[src/sv/gbn_pkg.sv]
// ----------------------------------------------------------------------------
// gbn_pkg: shared definitions for the go-back-n link controller
// Field widths, event, frame-kind and action codes, and sequence helpers.
// ----------------------------------------------------------------------------
`default_nettype none

package gbn_pkg;

  // sequence space
  localparam int MAX_SEQ_NUM = 7;
  localparam int SEQ_MOD     = MAX_SEQ_NUM + 1;
  localparam int SEQ_W       = 3;
  localparam int REF_W       = 32;
  localparam int CMD_W       = 3;
  localparam int KIND_W      = 2;
  localparam int ACT_W       = 3;

  // link events
  localparam logic [CMD_W-1:0] CMD_NEW_PKT   = 3'd0;
  localparam logic [CMD_W-1:0] CMD_PHYS_RDY  = 3'd1;
  localparam logic [CMD_W-1:0] CMD_FRAME_RX  = 3'd2;
  localparam logic [CMD_W-1:0] CMD_DATA_TMO  = 3'd3;
  localparam logic [CMD_W-1:0] CMD_ACK_TMO   = 3'd4;

  // received frame kinds
  localparam logic [KIND_W-1:0] KIND_DATA = 2'd0;
  localparam logic [KIND_W-1:0] KIND_ACK  = 2'd1;
  localparam logic [KIND_W-1:0] KIND_NAK  = 2'd2;

  // result actions
  localparam logic [ACT_W-1:0] ACT_SEND_DATA  = 3'd0;
  localparam logic [ACT_W-1:0] ACT_SEND_ACK   = 3'd1;
  localparam logic [ACT_W-1:0] ACT_SEND_NAK   = 3'd2;
  localparam logic [ACT_W-1:0] ACT_DELIVER    = 3'd3;
  localparam logic [ACT_W-1:0] ACT_STOP_TMR   = 3'd4;
  localparam logic [ACT_W-1:0] ACT_START_ATMR = 3'd5;
  localparam logic [ACT_W-1:0] ACT_WIN_STATUS = 3'd6;

  localparam logic [SEQ_W-1:0] SEQ_MAX = SEQ_W'(MAX_SEQ_NUM);

  typedef logic [SEQ_W-1:0] seq_t;

  // one result item
  typedef struct packed {
    logic [ACT_W-1:0] action;
    seq_t             seq;
    seq_t             ack;
    logic [REF_W-1:0] ref_res;
    logic             network_enable;
    logic             last;
  } result_t;

  // increment modulo the sequence space
  function automatic seq_t seq_inc(input seq_t s);
    return (s == SEQ_MAX) ? '0 : seq_t'(s + 1'b1);
  endfunction

  // ack number: one behind the expected receive sequence
  function automatic seq_t seq_prev(input seq_t s);
    return (s == '0) ? SEQ_MAX : seq_t'(s - 1'b1);
  endfunction

  // b lies in the circular window [a, c)
  function automatic logic in_window(input seq_t a, input seq_t b, input seq_t c);
    return ((a <= b) && (b < c)) || ((c < a) && (a <= b)) || ((b < c) && (c < a));
  endfunction

endpackage

`default_nettype wire

[src/sv/gbn_ifs.sv]
// ----------------------------------------------------------------------------
// gbn_ifs: valid/ready channels of the go-back-n link controller
// Event channel into the block and action channel out of it.
// ----------------------------------------------------------------------------
`default_nettype none

interface gbn_in_if;
  logic                           valid;
  logic                           ready;
  logic [gbn_pkg::CMD_W-1:0]      cmd;
  logic [gbn_pkg::REF_W-1:0]      packet_ref;
  logic                           frame_ok;
  logic [gbn_pkg::KIND_W-1:0]     frame_kind;
  logic [gbn_pkg::SEQ_W-1:0]      frame_seq;
  logic [gbn_pkg::SEQ_W-1:0]      frame_piggy_ack;
  logic [gbn_pkg::REF_W-1:0]      frame_ref;

  modport source (
    output valid, cmd, packet_ref, frame_ok, frame_kind, frame_seq, frame_piggy_ack,
           frame_ref,
    input  ready
  );
  modport sink (
    input  valid, cmd, packet_ref, frame_ok, frame_kind, frame_seq, frame_piggy_ack,
           frame_ref,
    output ready
  );
endinterface

interface gbn_out_if;
  logic                           valid;
  logic                           ready;
  logic [gbn_pkg::ACT_W-1:0]      action;
  logic [gbn_pkg::SEQ_W-1:0]      seq;
  logic [gbn_pkg::SEQ_W-1:0]      ack;
  logic [gbn_pkg::REF_W-1:0]      ref_res;
  logic                           network_enable;
  logic                           last;

  modport source (
    output valid, action, seq, ack, ref_res, network_enable, last,
    input  ready
  );
  modport sink (
    input  valid, action, seq, ack, ref_res, network_enable, last,
    output ready
  );
endinterface

`default_nettype wire

[src/sv/go_back_n_link_control_core.sv]
// ----------------------------------------------------------------------------
// go_back_n_link_control_core: go-back-n data link controller
// Turns link events into send, ack, nak, deliver and timer actions, ending
// each event with a window status that gates the network layer.
// ----------------------------------------------------------------------------
//
//  channel   dir  handshake        payload
//  in_chan   in   valid / ready    cmd, packet_ref, frame_ok, frame_kind,
//                                  frame_seq, frame_piggy_ack, frame_ref
//  out_chan  out  valid / ready    action, seq, ack, ref_res, network_enable, last
//
// One event at a time: in_chan.ready is high only while the sequencer is idle.
// An event is accepted, then handled one decision step or result at a time; a
// resent frame goes through check and read, read wait and send, so a nak frame
// on a full window takes the longest. The next request is taken the cycle after
// the status is loaded; a low out_chan.ready stalls the sequencer.
// Reset clears the window counters and phys_ready, not the resend store.
// ----------------------------------------------------------------------------
`default_nettype none

module go_back_n_link_control_core (
  input  wire logic  clk,
  input  wire logic  rst_n,
  gbn_in_if.sink     in_chan,
  gbn_out_if.source  out_chan
);

  localparam logic [3:0] S_IDLE    = 4'd0;
  localparam logic [3:0] S_NEW     = 4'd1;
  localparam logic [3:0] S_NAK     = 4'd2;
  localparam logic [3:0] S_BARE    = 4'd3;
  localparam logic [3:0] S_ACKCHK  = 4'd4;
  localparam logic [3:0] S_DELIV   = 4'd5;
  localparam logic [3:0] S_ATMR    = 4'd6;
  localparam logic [3:0] S_RS_INIT = 4'd7;
  localparam logic [3:0] S_RS_RD   = 4'd8;
  localparam logic [3:0] S_RS_WAIT = 4'd9;
  localparam logic [3:0] S_RS_EMIT = 4'd10;
  localparam logic [3:0] S_STATUS  = 4'd11;

  logic [3:0]                  state_r, state_nxt;
  gbn_pkg::seq_t               next_seq_r, next_seq_nxt;
  gbn_pkg::seq_t               oldest_r, oldest_nxt;
  gbn_pkg::seq_t               exp_rx_r, exp_rx_nxt;
  gbn_pkg::seq_t               outst_r, outst_nxt;
  gbn_pkg::seq_t               rs_cnt_r, rs_cnt_nxt;
  logic                        phys_rdy_r, phys_rdy_nxt;
  logic                        out_valid_r, out_valid_nxt;
  gbn_pkg::result_t            out_r, out_nxt;

  // latched request fields
  logic [gbn_pkg::REF_W-1:0]   ref_in_r;
  logic [gbn_pkg::KIND_W-1:0]  kind_r;
  gbn_pkg::seq_t               fseq_r;
  gbn_pkg::seq_t               fack_r;

  logic                        in_acc;
  logic                        slot_free;
  logic                        out_load;
  logic                        ram_we;
  logic                        ram_re;
  logic [gbn_pkg::REF_W-1:0]   ram_rdata;

  assign in_chan.ready = (state_r == S_IDLE);
  assign in_acc        = in_chan.valid && in_chan.ready;
  assign slot_free     = !out_valid_r || out_chan.ready;

  // resend store
  gbn_ram #(
    .WIDTH (gbn_pkg::REF_W),
    .DEPTH (gbn_pkg::SEQ_MOD)
  ) u_resend (
    .clk   (clk),
    .we    (ram_we),
    .waddr (next_seq_r),
    .wdata (ref_in_r),
    .re    (ram_re),
    .raddr (next_seq_r),
    .rdata (ram_rdata)
  );

  // sequencer
  always_comb begin
    state_nxt    = state_r;
    next_seq_nxt = next_seq_r;
    oldest_nxt   = oldest_r;
    exp_rx_nxt   = exp_rx_r;
    outst_nxt    = outst_r;
    rs_cnt_nxt   = rs_cnt_r;
    phys_rdy_nxt = phys_rdy_r;
    out_load     = 1'b0;
    out_nxt      = '0;
    ram_we       = 1'b0;
    ram_re       = 1'b0;
    unique case (state_r)
      S_IDLE: begin
        if (in_acc) begin
          case (in_chan.cmd)
            gbn_pkg::CMD_NEW_PKT: begin
              state_nxt = (outst_r < gbn_pkg::SEQ_MAX) ? S_NEW : S_STATUS;
            end
            gbn_pkg::CMD_PHYS_RDY: begin
              phys_rdy_nxt = 1'b1;
              state_nxt    = S_STATUS;
            end
            gbn_pkg::CMD_FRAME_RX: begin
              state_nxt = in_chan.frame_ok ? S_ACKCHK : S_NAK;
            end
            gbn_pkg::CMD_DATA_TMO: state_nxt = S_RS_INIT;
            gbn_pkg::CMD_ACK_TMO:  state_nxt = S_BARE;
            default:               state_nxt = S_STATUS;
          endcase
        end
      end
      // new packet: send and keep its handle
      S_NEW: begin
        if (slot_free) begin
          out_load       = 1'b1;
          out_nxt.action = gbn_pkg::ACT_SEND_DATA;
          out_nxt.seq    = next_seq_r;
          out_nxt.ack    = gbn_pkg::seq_prev(exp_rx_r);
          out_nxt.ref_res = ref_in_r;
          ram_we         = 1'b1;
          phys_rdy_nxt   = 1'b0;
          outst_nxt      = gbn_pkg::seq_t'(outst_r + 1'b1);
          next_seq_nxt   = gbn_pkg::seq_inc(next_seq_r);
          state_nxt      = S_STATUS;
        end
      end
      // bad frame
      S_NAK: begin
        if (slot_free) begin
          out_load       = 1'b1;
          out_nxt.action = gbn_pkg::ACT_SEND_NAK;
          out_nxt.ack    = gbn_pkg::seq_prev(exp_rx_r);
          phys_rdy_nxt   = 1'b0;
          state_nxt      = S_STATUS;
        end
      end
      // ack timeout: bare ack
      S_BARE: begin
        if (slot_free) begin
          out_load       = 1'b1;
          out_nxt.action = gbn_pkg::ACT_SEND_ACK;
          out_nxt.ack    = gbn_pkg::seq_prev(exp_rx_r);
          phys_rdy_nxt   = 1'b0;
          state_nxt      = S_STATUS;
        end
      end
      // retire acknowledged frames one per cycle while the output slot is free
      S_ACKCHK: begin
        if ((outst_r != '0) && gbn_pkg::in_window(oldest_r, fack_r, next_seq_r)) begin
          if (slot_free) begin
            out_load       = 1'b1;
            out_nxt.action = gbn_pkg::ACT_STOP_TMR;
            out_nxt.seq    = oldest_r;
            outst_nxt      = gbn_pkg::seq_t'(outst_r - 1'b1);
            oldest_nxt     = gbn_pkg::seq_inc(oldest_r);
          end
        end else if (kind_r == gbn_pkg::KIND_DATA) begin
          state_nxt = (fseq_r == exp_rx_r) ? S_DELIV : S_STATUS;
        end else if (kind_r == gbn_pkg::KIND_NAK) begin
          state_nxt = S_RS_INIT;
        end else begin
          state_nxt = S_STATUS;
        end
      end
      // in-order data frame
      S_DELIV: begin
        if (slot_free) begin
          out_load        = 1'b1;
          out_nxt.action  = gbn_pkg::ACT_DELIVER;
          out_nxt.ref_res = ref_in_r;
          exp_rx_nxt      = gbn_pkg::seq_inc(exp_rx_r);
          state_nxt       = S_ATMR;
        end
      end
      S_ATMR: begin
        if (slot_free) begin
          out_load       = 1'b1;
          out_nxt.action = gbn_pkg::ACT_START_ATMR;
          state_nxt      = S_STATUS;
        end
      end
      // go back to the oldest unacked frame
      S_RS_INIT: begin
        next_seq_nxt = oldest_r;
        rs_cnt_nxt   = '0;
        state_nxt    = S_RS_RD;
      end
      S_RS_RD: begin
        if (rs_cnt_r < outst_r) begin
          ram_re    = 1'b1;
          state_nxt = S_RS_WAIT;
        end else begin
          state_nxt = S_STATUS;
        end
      end
      S_RS_WAIT: state_nxt = S_RS_EMIT;
      S_RS_EMIT: begin
        if (slot_free) begin
          out_load        = 1'b1;
          out_nxt.action  = gbn_pkg::ACT_SEND_DATA;
          out_nxt.seq     = next_seq_r;
          out_nxt.ack     = gbn_pkg::seq_prev(exp_rx_r);
          out_nxt.ref_res = ram_rdata;
          phys_rdy_nxt    = 1'b0;
          next_seq_nxt    = gbn_pkg::seq_inc(next_seq_r);
          rs_cnt_nxt      = gbn_pkg::seq_t'(rs_cnt_r + 1'b1);
          state_nxt       = S_RS_RD;
        end
      end
      // window status closes every event
      S_STATUS: begin
        if (slot_free) begin
          out_load               = 1'b1;
          out_nxt.action         = gbn_pkg::ACT_WIN_STATUS;
          out_nxt.network_enable = (outst_r < gbn_pkg::SEQ_MAX) && phys_rdy_r;
          out_nxt.last           = 1'b1;
          state_nxt              = S_IDLE;
        end
      end
      default: state_nxt = S_IDLE;
    endcase
  end

  // output valid
  always_comb begin
    out_valid_nxt = out_valid_r;
    if (out_load) begin
      out_valid_nxt = 1'b1;
    end else if (out_chan.ready) begin
      out_valid_nxt = 1'b0;
    end
  end

  // control registers
  always_ff @(posedge clk) begin
    if (!rst_n) begin
      state_r     <= S_IDLE;
      next_seq_r  <= '0;
      oldest_r    <= '0;
      exp_rx_r    <= '0;
      outst_r     <= '0;
      rs_cnt_r    <= '0;
      phys_rdy_r  <= 1'b0;
      out_valid_r <= 1'b0;
    end else begin
      state_r     <= state_nxt;
      next_seq_r  <= next_seq_nxt;
      oldest_r    <= oldest_nxt;
      exp_rx_r    <= exp_rx_nxt;
      outst_r     <= outst_nxt;
      rs_cnt_r    <= rs_cnt_nxt;
      phys_rdy_r  <= phys_rdy_nxt;
      out_valid_r <= out_valid_nxt;
    end
  end

  // payload registers
  always_ff @(posedge clk) begin
    if (in_acc) begin
      ref_in_r <= (in_chan.cmd == gbn_pkg::CMD_NEW_PKT) ? in_chan.packet_ref
                                                        : in_chan.frame_ref;
      kind_r   <= in_chan.frame_kind;
      fseq_r   <= in_chan.frame_seq;
      fack_r   <= in_chan.frame_piggy_ack;
    end
    if (out_load) begin
      out_r <= out_nxt;
    end
  end

  assign out_chan.valid          = out_valid_r;
  assign out_chan.action         = out_r.action;
  assign out_chan.seq            = out_r.seq;
  assign out_chan.ack            = out_r.ack;
  assign out_chan.ref_res        = out_r.ref_res;
  assign out_chan.network_enable = out_r.network_enable;
  assign out_chan.last           = out_r.last;

endmodule

`default_nettype wire

[src/sv/gbn_ram.sv]
// ----------------------------------------------------------------------------
// gbn_ram: generic single-write, single-read RAM
// One write port and one read port with registered read data.
// ----------------------------------------------------------------------------
`default_nettype none

module gbn_ram #(
  parameter int WIDTH = 32,
  parameter int DEPTH = 8
) (
  input  wire logic                     clk,
  input  wire logic                     we,
  input  wire logic [$clog2(DEPTH)-1:0] waddr,
  input  wire logic [WIDTH-1:0]         wdata,
  input  wire logic                     re,
  input  wire logic [$clog2(DEPTH)-1:0] raddr,
  output      logic [WIDTH-1:0]         rdata
);

  logic [WIDTH-1:0] mem [DEPTH];

  // write port
  always_ff @(posedge clk) begin
    if (we) begin
      mem[waddr] <= wdata;
    end
  end

  // read port, data held until the next read
  always_ff @(posedge clk) begin
    if (re) begin
      rdata <= mem[raddr];
    end
  end

endmodule

`default_nettype wire

[src/flat_wrapper.sv]
// flat-port wrapper written by rule: the top's interface ports become plain ports
module go_back_n_link_control_core_flat 
  (clk, rst_n, in_chan_valid, in_chan_cmd, in_chan_packet_ref, in_chan_frame_ok, in_chan_frame_kind, in_chan_frame_seq, in_chan_frame_piggy_ack, in_chan_frame_ref, in_chan_ready, out_chan_valid, out_chan_action, out_chan_seq, out_chan_ack, out_chan_ref_res, out_chan_network_enable, out_chan_last, out_chan_ready);
  gbn_in_if in_chan_i ();
  gbn_out_if out_chan_i ();
  input  wire logic clk;
  input  wire logic rst_n;
  input wire logic [$bits(in_chan_i.valid)-1:0] in_chan_valid;
  input wire logic [$bits(in_chan_i.cmd)-1:0] in_chan_cmd;
  input wire logic [$bits(in_chan_i.packet_ref)-1:0] in_chan_packet_ref;
  input wire logic [$bits(in_chan_i.frame_ok)-1:0] in_chan_frame_ok;
  input wire logic [$bits(in_chan_i.frame_kind)-1:0] in_chan_frame_kind;
  input wire logic [$bits(in_chan_i.frame_seq)-1:0] in_chan_frame_seq;
  input wire logic [$bits(in_chan_i.frame_piggy_ack)-1:0] in_chan_frame_piggy_ack;
  input wire logic [$bits(in_chan_i.frame_ref)-1:0] in_chan_frame_ref;
  output wire logic [$bits(in_chan_i.ready)-1:0] in_chan_ready;
  output wire logic [$bits(out_chan_i.valid)-1:0] out_chan_valid;
  output wire logic [$bits(out_chan_i.action)-1:0] out_chan_action;
  output wire logic [$bits(out_chan_i.seq)-1:0] out_chan_seq;
  output wire logic [$bits(out_chan_i.ack)-1:0] out_chan_ack;
  output wire logic [$bits(out_chan_i.ref_res)-1:0] out_chan_ref_res;
  output wire logic [$bits(out_chan_i.network_enable)-1:0] out_chan_network_enable;
  output wire logic [$bits(out_chan_i.last)-1:0] out_chan_last;
  input wire logic [$bits(out_chan_i.ready)-1:0] out_chan_ready;
  assign in_chan_i.valid = in_chan_valid;
  assign in_chan_i.cmd = in_chan_cmd;
  assign in_chan_i.packet_ref = in_chan_packet_ref;
  assign in_chan_i.frame_ok = in_chan_frame_ok;
  assign in_chan_i.frame_kind = in_chan_frame_kind;
  assign in_chan_i.frame_seq = in_chan_frame_seq;
  assign in_chan_i.frame_piggy_ack = in_chan_frame_piggy_ack;
  assign in_chan_i.frame_ref = in_chan_frame_ref;
  assign in_chan_ready = in_chan_i.ready;
  assign out_chan_valid = out_chan_i.valid;
  assign out_chan_action = out_chan_i.action;
  assign out_chan_seq = out_chan_i.seq;
  assign out_chan_ack = out_chan_i.ack;
  assign out_chan_ref_res = out_chan_i.ref_res;
  assign out_chan_network_enable = out_chan_i.network_enable;
  assign out_chan_last = out_chan_i.last;
  assign out_chan_i.ready = out_chan_ready;
  go_back_n_link_control_core u_core (.clk(clk), .rst_n(rst_n), .in_chan(in_chan_i), .out_chan(out_chan_i));
endmodule
[config.mk]
export PLATFORM = sky130hd
export DESIGN_NAME = go_back_n_link_control_core_flat
export DESIGN_NICKNAME = d
export VERILOG_FILES = /design/src/sv/gbn_pkg.sv /design/src/sv/gbn_ifs.sv /design/src/sv/go_back_n_link_control_core.sv /design/src/sv/gbn_ram.sv /design/src/flat_wrapper.sv
export SDC_FILE = /design/constraint.sdc
export NUM_CORES = 1
export LEC_CHECK = 0
export BUFFER_PORTS_ARGS = -buffer_cell sky130_fd_sc_hd__buf_4
export CORE_MARGIN = 4
export CORE_UTILIZATION = 54
export CTS_BUF_LIST = sky130_fd_sc_hd__clkbuf_16
export CTS_CLUSTER_DIAMETER = 120
export DETAILED_ROUTE_END_ITERATION = 8
export PLACE_DENSITY = 0.73
export SETUP_SLACK_MARGIN = 0.1
export SKIP_CTS_REPAIR_TIMING = 1
export SYNTH_ARGS = -nofsm -noshare
export SYNTH_HDL_FRONTEND = slang
export SYNTH_HIERARCHICAL = 1
export SYNTH_SLANG_ARGS = --single-unit
[constraint.sdc]
create_clock -name clk -period 4.25 [get_ports clk]
set_input_delay 0.85 -clock clk [delete_from_list [all_inputs] [get_ports clk]]
set_output_delay 0.85 -clock clk [all_outputs]
set_load 0.01 [all_outputs]
==> results_dict.tcl, run 1 <==
set metrics [dict create \
    dieWidth_um 179.3 \
    fillCellCount 1936 \
    core.rowCount 62 \
    ys.flop_type "edfxtp_1" \
    cts_tree "yes" \
    status "completed" \
    layout.nets 1061 \
    seq_area_frac_synth_pct 73.00 \
    max_slew.worst_pin.slew_ps 1001 \
    grt_pass1_vias 8051 \
    grt_max_degree 69 \
    ir_worst_vdd_uv 362.4 \
    critPathRequiredTime_ps 4430 \
    min_period_ps 3149 \
    drc 0 \
    antenna_cells 0 \
    coreArea_um2 28780 \
    syn_area_per_cell_um2 19.43 \
    drive_gt1_share_pct 32.36 \
    route.top_layer_used "met4" \
    root_buffer "clkbuf_16" \
    setup_violations 0 \
    grt_overflow_total 0 \
    die_h_um 179.3 \
    post-route-period-util_pct 74.09 \
    max_stage_delay_ps 680 \
    worstHoldPathType "register to register" \
    synth_edf_count 371 \
    cts.clk_slew.worst_paths_ps 60 \
    setup_tns_ps 0 \
    synth_seq_cells 392 \
    drtAntennaViolNets 0 \
    wl_met2_um 15160 \
    switching_power_mw 3.489 \
    max_slew_margin_pct 33.25 \
    dr.pass1.iters 5 \
    finClkSkew_ps 18.50 \
    finalWirelength_um 31010 \
    cts_buffers 39 \
    wl_met1_um 13310 \
    path_max_fanout 24 \
    maxSlewViolCount 0 \
    p_comb_share_pct 25.0 \
    clockPowerShare_pct 29.1 \
    htree_levels 2 \
    p_seq_share_pct 45.9 \
    syn_to_final_growth_pct 17.85 \
    cp_cell_sequence "nand2b_1 > nor4_2 > nand2_1 > nor2_4 > buf_4" \
    insertion_delay_ps 530 \
    gp_congestion 0.8114 \
    yosysMostFrequentCell "edfxtp_1" \
    syn_inst 815 \
    viasPerCell 5.876 \
    synth_nets 914 \
    cp-start-kind "register" \
    cp-end-kind "register" \
    power_leakage_nw 6.332 \
    grt_setup_unrepaired "false" \
    cts_sinks 392 \
    initial_utilization_pct 55.03 \
    wl_met3_um 1946 \
    ys_async_sr_fraction_pct 0 \
    internal-power_mw 8.785 \
    dieArea_um2 32130 \
    synth_top_area_share_pct 70.34 \
    arrival_ps 3330 \
    dp_hpwl_um 18240 \
    synth_area_leaders "edfxtp_1, mux4_1, mux2_2" \
    vias 8085 \
    max_freq_mhz 317.6 \
    finalHoldViolCount 0 \
    synth_area_um2 15840 \
    routedWlPerCell_um 22.54 \
    place.port_buffers 124 \
    clock_path_buffers 3 \
    antenna_found_initial 0 \
    critPathSlowestCell "dfxtp_1" \
    power_density_nw_per_um2 657.6 \
    drv_cap 0 \
    p_sw_share_pct 28.43 \
    placed_cell_area_um2 17320 \
    crit_type "register to register" \
    ys_types 56 \
    yosysTopAreaCell "edfxtp_1" \
    ys_warn_count 6 \
    grt.total_usage_pct 19.55 \
    yosys-top-cells-count "edfxtp_1, mux2_2, nor2_1" \
    drtIter0Drc 894 \
    grt_pass1_wl_um 47240 \
    fin_area_um2 18670 \
    ios 125 \
]
-- layout make-up --
type	instances	area [um2]	area share [%]
multi-input cells	365	4051	21.71
clock inverters	30	324.1	1.736
clock buffers	41	1026	5.497
inverters	18	67.56	0.3620
well taps	384	480.5	2.574
repair buffers	146	1146	6.140
flip-flops and latches	392	11570	61.99
-- layout by cell type (no fill, tap or decap), drive strengths merged, types with 2 or more instances in the layout --
cell type,instances
a211oi,7
a21o,2
a21oi,20
a221oi,2
a22o,35
a31oi,4
and3,4
buf,146
bufinv,7
clkbuf,41
clkinv,16
dfxtp,21
edfxtp,371
ha,18
inv,24
mux2,64
mux2i,6
mux4,64
nand2,18
nand2b,10
nand3,12
nor2,41
nor2b,3
nor3,11
nor4,2
o21ai,13
o22ai,2
o311ai,2
xnor2,7
xor2,2
-- kinds of logic (layout without fill, tap and decap cells) --
logic type,after synthesis,count (layout),synth area share [%]
AND/OR/NAND/NOR,107,107,3.373
buffers and inverters,58,235,1.991
multiplexers,134,134,14.98
adder cells (fa/ha/maj),19,19,1.548
AO/OA/AOI/OAI,96,96,4.614
flip-flops,392,392,73.00
XOR/XNOR,9,9,0.4977
-- per-stage QoR --
step | cells | total power [mW] | hold WS [ps] | setup slack (ps) | utilization, %
after floorplan | 815 | 7.686 | 443.3 | 394.9 | -
after global placement | 1305 | 8.732 | 458.1 | 980.0 | 60.16
after detailed placement | 1305 | 8.804 | 472.8 | 911.6 | 60.16
after CTS | 1376 | 12.40 | 483.6 | 1095 | 64.86
after global routing | 1376 | 12.85 | 488.3 | 826.4 | 64.86
final | 1376 | 12.27 | 486.7 | 1101 | 64.86
-- critical path: cells and delay by family, from the launching register on --
family	cells	cell delay, ps
buf+inv	1	430
flops	1	680
simple gates	4	1670
-- sequential cells by signal, indices dropped and copies added (netlist names) --
register and flops:
u_core/fack_r 3, u_core/rs_cnt_r 3, u_core/out_chan.ack 3, u_core/out_chan.last 1, u_core/exp_rx_r 3, u_core/out_chan.action 3
u_core/out_chan.ref_res 32, u_core/u_resend/mem 256, u_core/next_seq_r 3, u_core/out_chan.seq 3, u_core/out_chan.network_enable 1, u_core/state_r 4
u_core/phys_rdy_r 1, u_core/out_chan.valid 1, u_core/outst_r 3, u_core/ref_in_r 32, u_core/u_resend/rdata 32, u_core/oldest_r 3
u_core/kind_r 2, u_core/fseq_r 3
-- worst paths after layout --
kind	depth (start not counted)	slack (ps)	to	startpoint
min reg2reg	2	490	u_core/phys_rdy_r	u_core/phys_rdy_r
max reg2reg	5	1100	u_core/u_resend/mem[5][26]	u_core/state_r[0]
max	5	1100	u_core/u_resend/mem[5][26]	u_core/state_r[0]
min	2	490	u_core/phys_rdy_r	u_core/phys_rdy_r
-- per-layer routing --
layer | vias up | track usage [%]
met3 | 56 | 3.269
met5 | - | 0
met4 | 0 | 5.236
met2 | 290 | 31.81
met1 | 4099 | 27.91
li1 | 3640 | -
-- power by group through the flow --
stage	Combinational, mW	Sequential [mW]	Clock (mW)
final	3.07	5.63	3.57
after global routing	3.32	5.71	3.82
after CTS	3.11	5.65	3.65
after detailed placement	3.09	5.71	0
after global placement	3.04	5.70	0
after floorplan	2.11	5.57	0
Note: power is estimated with default switching activity, not from simulation.
==> run 2: changes to the inputs <==
Clock period 4.25 ns to 2.7 ns, I/O delays scaled along.
==> results_dict.tcl, run 2 (synthesis gave the netlist of run 1 again) <==
set metrics [dict create \
    status "completed" \
    crit_type "register to register" \
    drtIter0Drc 644 \
    drv_cap 0 \
    worstHoldPathType "primary input to register" \
    holdWs_ps 195.4 \
    post-route-period-util_pct 88.76 \
    final_common_cell "edfxtp_1" \
    power_leakage_nw 6.428 \
    antenna_found_initial 0 \
    largest_reg_flops 256 \
    internal-power_mw 13.67 \
    grt_pass1_vias 8146 \
    die_h_um 179.3 \
    setup_violations 0 \
    antenna_cells 0 \
    cts.clk_slew.worst_paths_ps 60 \
    cp-end-kind "register" \
    coreArea_um2 28780 \
    p_comb_share_pct 27.9 \
    place.port_buffers 124 \
    dr.pass1.iters 5 \
    regMostFlops "u_core/u_resend/mem" \
    insertion_delay_ps 530 \
    path_delay_family "compound AO/OA/AOI/OAI gates" \
    critPathSlowestCell "dfxtp_2" \
    grt_pass1_wl_um 47610 \
    ir_worst_vdd_uv 641.4 \
    finalHoldViolCount 0 \
    r2r_slack_ps 300 \
    maxSlewViolCount 0 \
    cts_buffers 40 \
    cts_sinks 392 \
    core.rowCount 62 \
    utilization_pct 65.60 \
    max_slew_margin_pct 55.10 \
    cp_cell_sequence "inv_1 > ha_1 > a21o_1 > a31oi_4 > nand2_2 > a21boi_2 > nor2_1 > nor2_4 > buf_12" \
    arrival_ps 2600 \
    dp.cells 1327 \
    grt_setup_unrepaired "false" \
    drive_gt1_share_pct 34.19 \
    initial_utilization_pct 55.03 \
    cp-start-kind "register" \
    dp_hpwl_um 19380 \
    syn_to_final_growth_pct 19.21 \
    finalWirelength_um 31230 \
    min_period_ps 2397 \
    vias 8195 \
    max_freq_mhz 417.3 \
    root_buffer "clkbuf_16" \
    htree_levels 2 \
    finalPower_mw 19.26 \
    dieWidth_um 179.3 \
    gp_congestion 0.8216 \
    power_density_nw_per_um2 1020 \
    grt_max_degree 47 \
    max_slew.worst_pin.slew_ps 673.5 \
    switching_power_mw 5.592 \
    routedWlPerCell_um 22.32 \
    drc 0 \
    critPathRequiredTime_ps 2910 \
    drtAntennaViolNets 0 \
    grt_overflow_total 0 \
    dieArea_um2 32130 \
    max_stage_delay_ps 380 \
    crit_buf_inv 2 \
    cts_tree "yes" \
    layout.nets 1084 \
    clockPowerShare_pct 27.0 \
    path_max_fanout 36 \
    fin_cells 1399 \
    p_seq_share_pct 45.1 \
    viasPerCell 5.858 \
    grt.total_usage_pct 19.59 \
    fin_area_um2 18880 \
    finClkSkew_ps 13.26 \
    p_sw_share_pct 29.03 \
    layout_common_cells "edfxtp_1, buf_4, mux2_2" \
    clock_path_buffers 3 \
    ios 125 \
    placed_cell_area_um2 17630 \
]
==> run 2: changes by cell type in the layout (fill, tap and decap cells not counted), moves of 2 or more <==
cell / change
bufinv_16: -5
buf_4: +13
buf_12: +9
dfxtp_2: +2
clkinv_2: +3
clkinv_1: +2
a31oi_4: +2
a31oi_1: -2
==> run 2: worst reg2reg max path: stages (launching register included) <==
cell and delay (ps):
dfxtp_2 380, inv_1 60, ha_1 340, a21o_1 200, a31oi_4 210, nand2_2 130, a21boi_2 200, nor2_1 110
nor2_4 160, buf_12 250
==> run 2: metrics by stage <==
stage	setup WS [ps]	TNS, ps
final	303.4	0
after global routing	182.4	0
after CTS	294.9	0
after detailed placement	312.6	0
after global placement	370.3	0
after floorplan	-386.1	-90760
==> run 2: final timing paths <==
path	from	endpoint	cells past startpoint
max reg2reg	u_core/next_seq_r[2]	u_core/out_chan.ref_res[10]	9
min reg2reg	u_core/phys_rdy_r	u_core/phys_rdy_r	2
max	u_core/next_seq_r[2]	u_core/out_chan.ref_res[10]	9
min	in_chan_frame_seq[0]	u_core/fseq_r[0]	1
==> run 2: power by group through the flow <==
stage | registers [mW] | clock network, mW | logic, mW
after global routing | 8.79 | 5.58 | 5.80
after detailed placement | 8.82 | 0 | 5.43
after CTS | 8.71 | 5.29 | 5.46
after floorplan | 8.75 | 0 | 3.43
final | 8.69 | 5.19 | 5.38
after global placement | 8.79 | 0 | 5.29
==> run 2: layout make-up <==
| class | count | area, um2 |
|---|---|---|
| sequential | 392 | 11570 |
| fill | 1917 | 9899 |
| multi-input combinational | 365 | 4091 |
| timing repair buffer | 168 | 1424 |
| clock buffer | 42 | 1051 |
| tap | 384 | 480.5 |
| clock inverter | 30 | 197.7 |
| inverter | 18 | 67.56 |
==> run 2: metal layers <==
layer	GRT usage (%)	wire length, um
met5	0	0
met3	4.239	2162
met1	27.35	13250
met4	4.633	480
met2	32.11	15340
==> run 3: changes to the inputs <==
Settings changed: CELL_PAD_IN_SITES_DETAIL_PLACEMENT set to 2, CELL_PAD_IN_SITES_GLOBAL_PLACEMENT set to 2, CORE_UTILIZATION 54 to 41, PLACE_DENSITY 0.73 to 0.72.
==> results_dict.tcl, run 3 (synthesis gave the netlist of run 1 again) <==
set metrics [dict create \
    drv_cap 0 \
    grt.total_usage_pct 20.38 \
    finalPower_mw 20.59 \
    setup_violations 0 \
    layout.nets 1086 \
    final_common_cell "edfxtp_1" \
    ir_worst_vdd_uv 582.2 \
    root_buffer "clkbuf_16" \
    dieWidth_um 204.5 \
    finalHoldViolCount 0 \
    maxSlewViolCount 0 \
    post-route-period-util_pct 89.15 \
    gp_congestion 0.7867 \
    antenna_found_initial 0 \
    core.rowCount 71 \
    critPathRequiredTime_ps 2160 \
    drive_gt1_share_pct 35.23 \
    htree_levels 2 \
    regMostFlops "u_core/u_resend/mem" \
    vias 8417 \
    place.port_buffers 124 \
    cts_sinks 392 \
    grt_setup_unrepaired "false" \
    cp-start-kind "register" \
    finalWirelength_um 42360 \
    insertion_delay_ps 560 \
    grt_pass1_wl_um 63280 \
    crit_type "register to output port" \
    largest_reg_flops 256 \
    min_period_ps 2407 \
    die_h_um 204.5 \
    antenna_cells 0 \
    dp_hpwl_um 25860 \
    utilization_pct 50.85 \
    power_leakage_nw 6.532 \
    max_slew.worst_pin.slew_ps 970.9 \
    grt_max_degree 69 \
    grt_pass1_vias 9427 \
    clock_path_buffers 3 \
    max_freq_mhz 415.4 \
    max_slew_margin_pct 35.27 \
    initial_utilization_pct 41.85 \
    cts.clk_slew.worst_paths_ps 60 \
    drc 0 \
    status "completed" \
    routedWlPerCell_um 27.63 \
    path_max_fanout 16 \
    dieArea_um2 41840 \
    arrival_ps 1870 \
    finClkSkew_ps 28.17 \
    coreArea_um2 37840 \
    layout_common_cells "edfxtp_1, buf_4, mux2_2" \
    cts_tree "yes" \
    grt_overflow_total 0 \
    power_density_nw_per_um2 1070 \
    worstHoldPathType "primary input to register" \
    syn_to_final_growth_pct 21.50 \
    ios 125 \
    dr.pass1.iters 7 \
    drtAntennaViolNets 0 \
    viasPerCell 5.491 \
    drtIter0Drc 643 \
    cp-end-kind "output port" \
    cts_buffers 43 \
]
==> run 3: path summary, 6_finish.rpt <==
path | from | to | slack (ps) | cells past startpoint
worst max-delay path | u_core/state_r[0] | in_chan_ready | 290 | 3
worst min-delay path | in_chan_frame_seq[1] | u_core/fseq_r[1] | 170 | 1
worst max register to register | u_core/oldest_r[2] | u_core/out_chan.ref_res[12] | 340 | 9
worst min register to register | u_core/phys_rdy_r | u_core/phys_rdy_r | 500 | 2
==> run 3: layout make-up <==
cell class / instances / area [um2]
Clock inverter: 35 / 344.1
Timing Repair Buffer: 167 / 1404
Multi-Input combinational cell: 365 / 4091
Clock buffer: 45 / 1126
Tap cell: 511 / 639.4
Sequential cell: 392 / 11570
Fill cell: 3394 / 18600
Inverter: 18 / 67.56
==> run 3: worst max-delay path, cell delays in order, from the launching register on <==
cell	delay, ps
dfxtp_1	340
buf_4	200
nor4_2	560
buf_4	230
==> run 3: report_power, final <==
group | total, mW | internal, mW | leakage (nW) | switching, mW
clock | 6.12 | 3.62 | 0.746 | 2.50
sequential | 8.76 | 8.11 | 3.57 | 0.653
combinational | 5.71 | 2.56 | 2.21 | 3.15
total | 20.6 | 14.3 | 6.53 | 6.30
==> run 3: per-layer routing <==
metal | track usage [%] | vias to the layer above | part of all wire (%)
met2 | 36.45 | 193 | 53
li1 | - | 3686 | -
met1 | 26.79 | 4494 | 42
met3 | 2.786 | 44 | 3.6
met5 | 0 | - | 0
met4 | 4.331 | 0 | 1.3
==> run 3: metrics by stage <==
stage | instances | TNS, ps | worst slack (ps) | hold WS [ps] | instance area, um2
2_1_floorplan | 815 | -90760 | -386.1 | 443.3 | 15900
3_3_place_gp | 1453 | 0 | 402.6 | 465.5 | 17770
3_5_place_dp | 1453 | 0 | 341.4 | 492.3 | 17770
4_1_cts | 1533 | 0 | 241.2 | 145.4 | 19240
5_1_grt | 1533 | 0 | 115.0 | 143.6 | 19240
6_report | 1533 | 0 | 292.9 | 174.1 | 19240
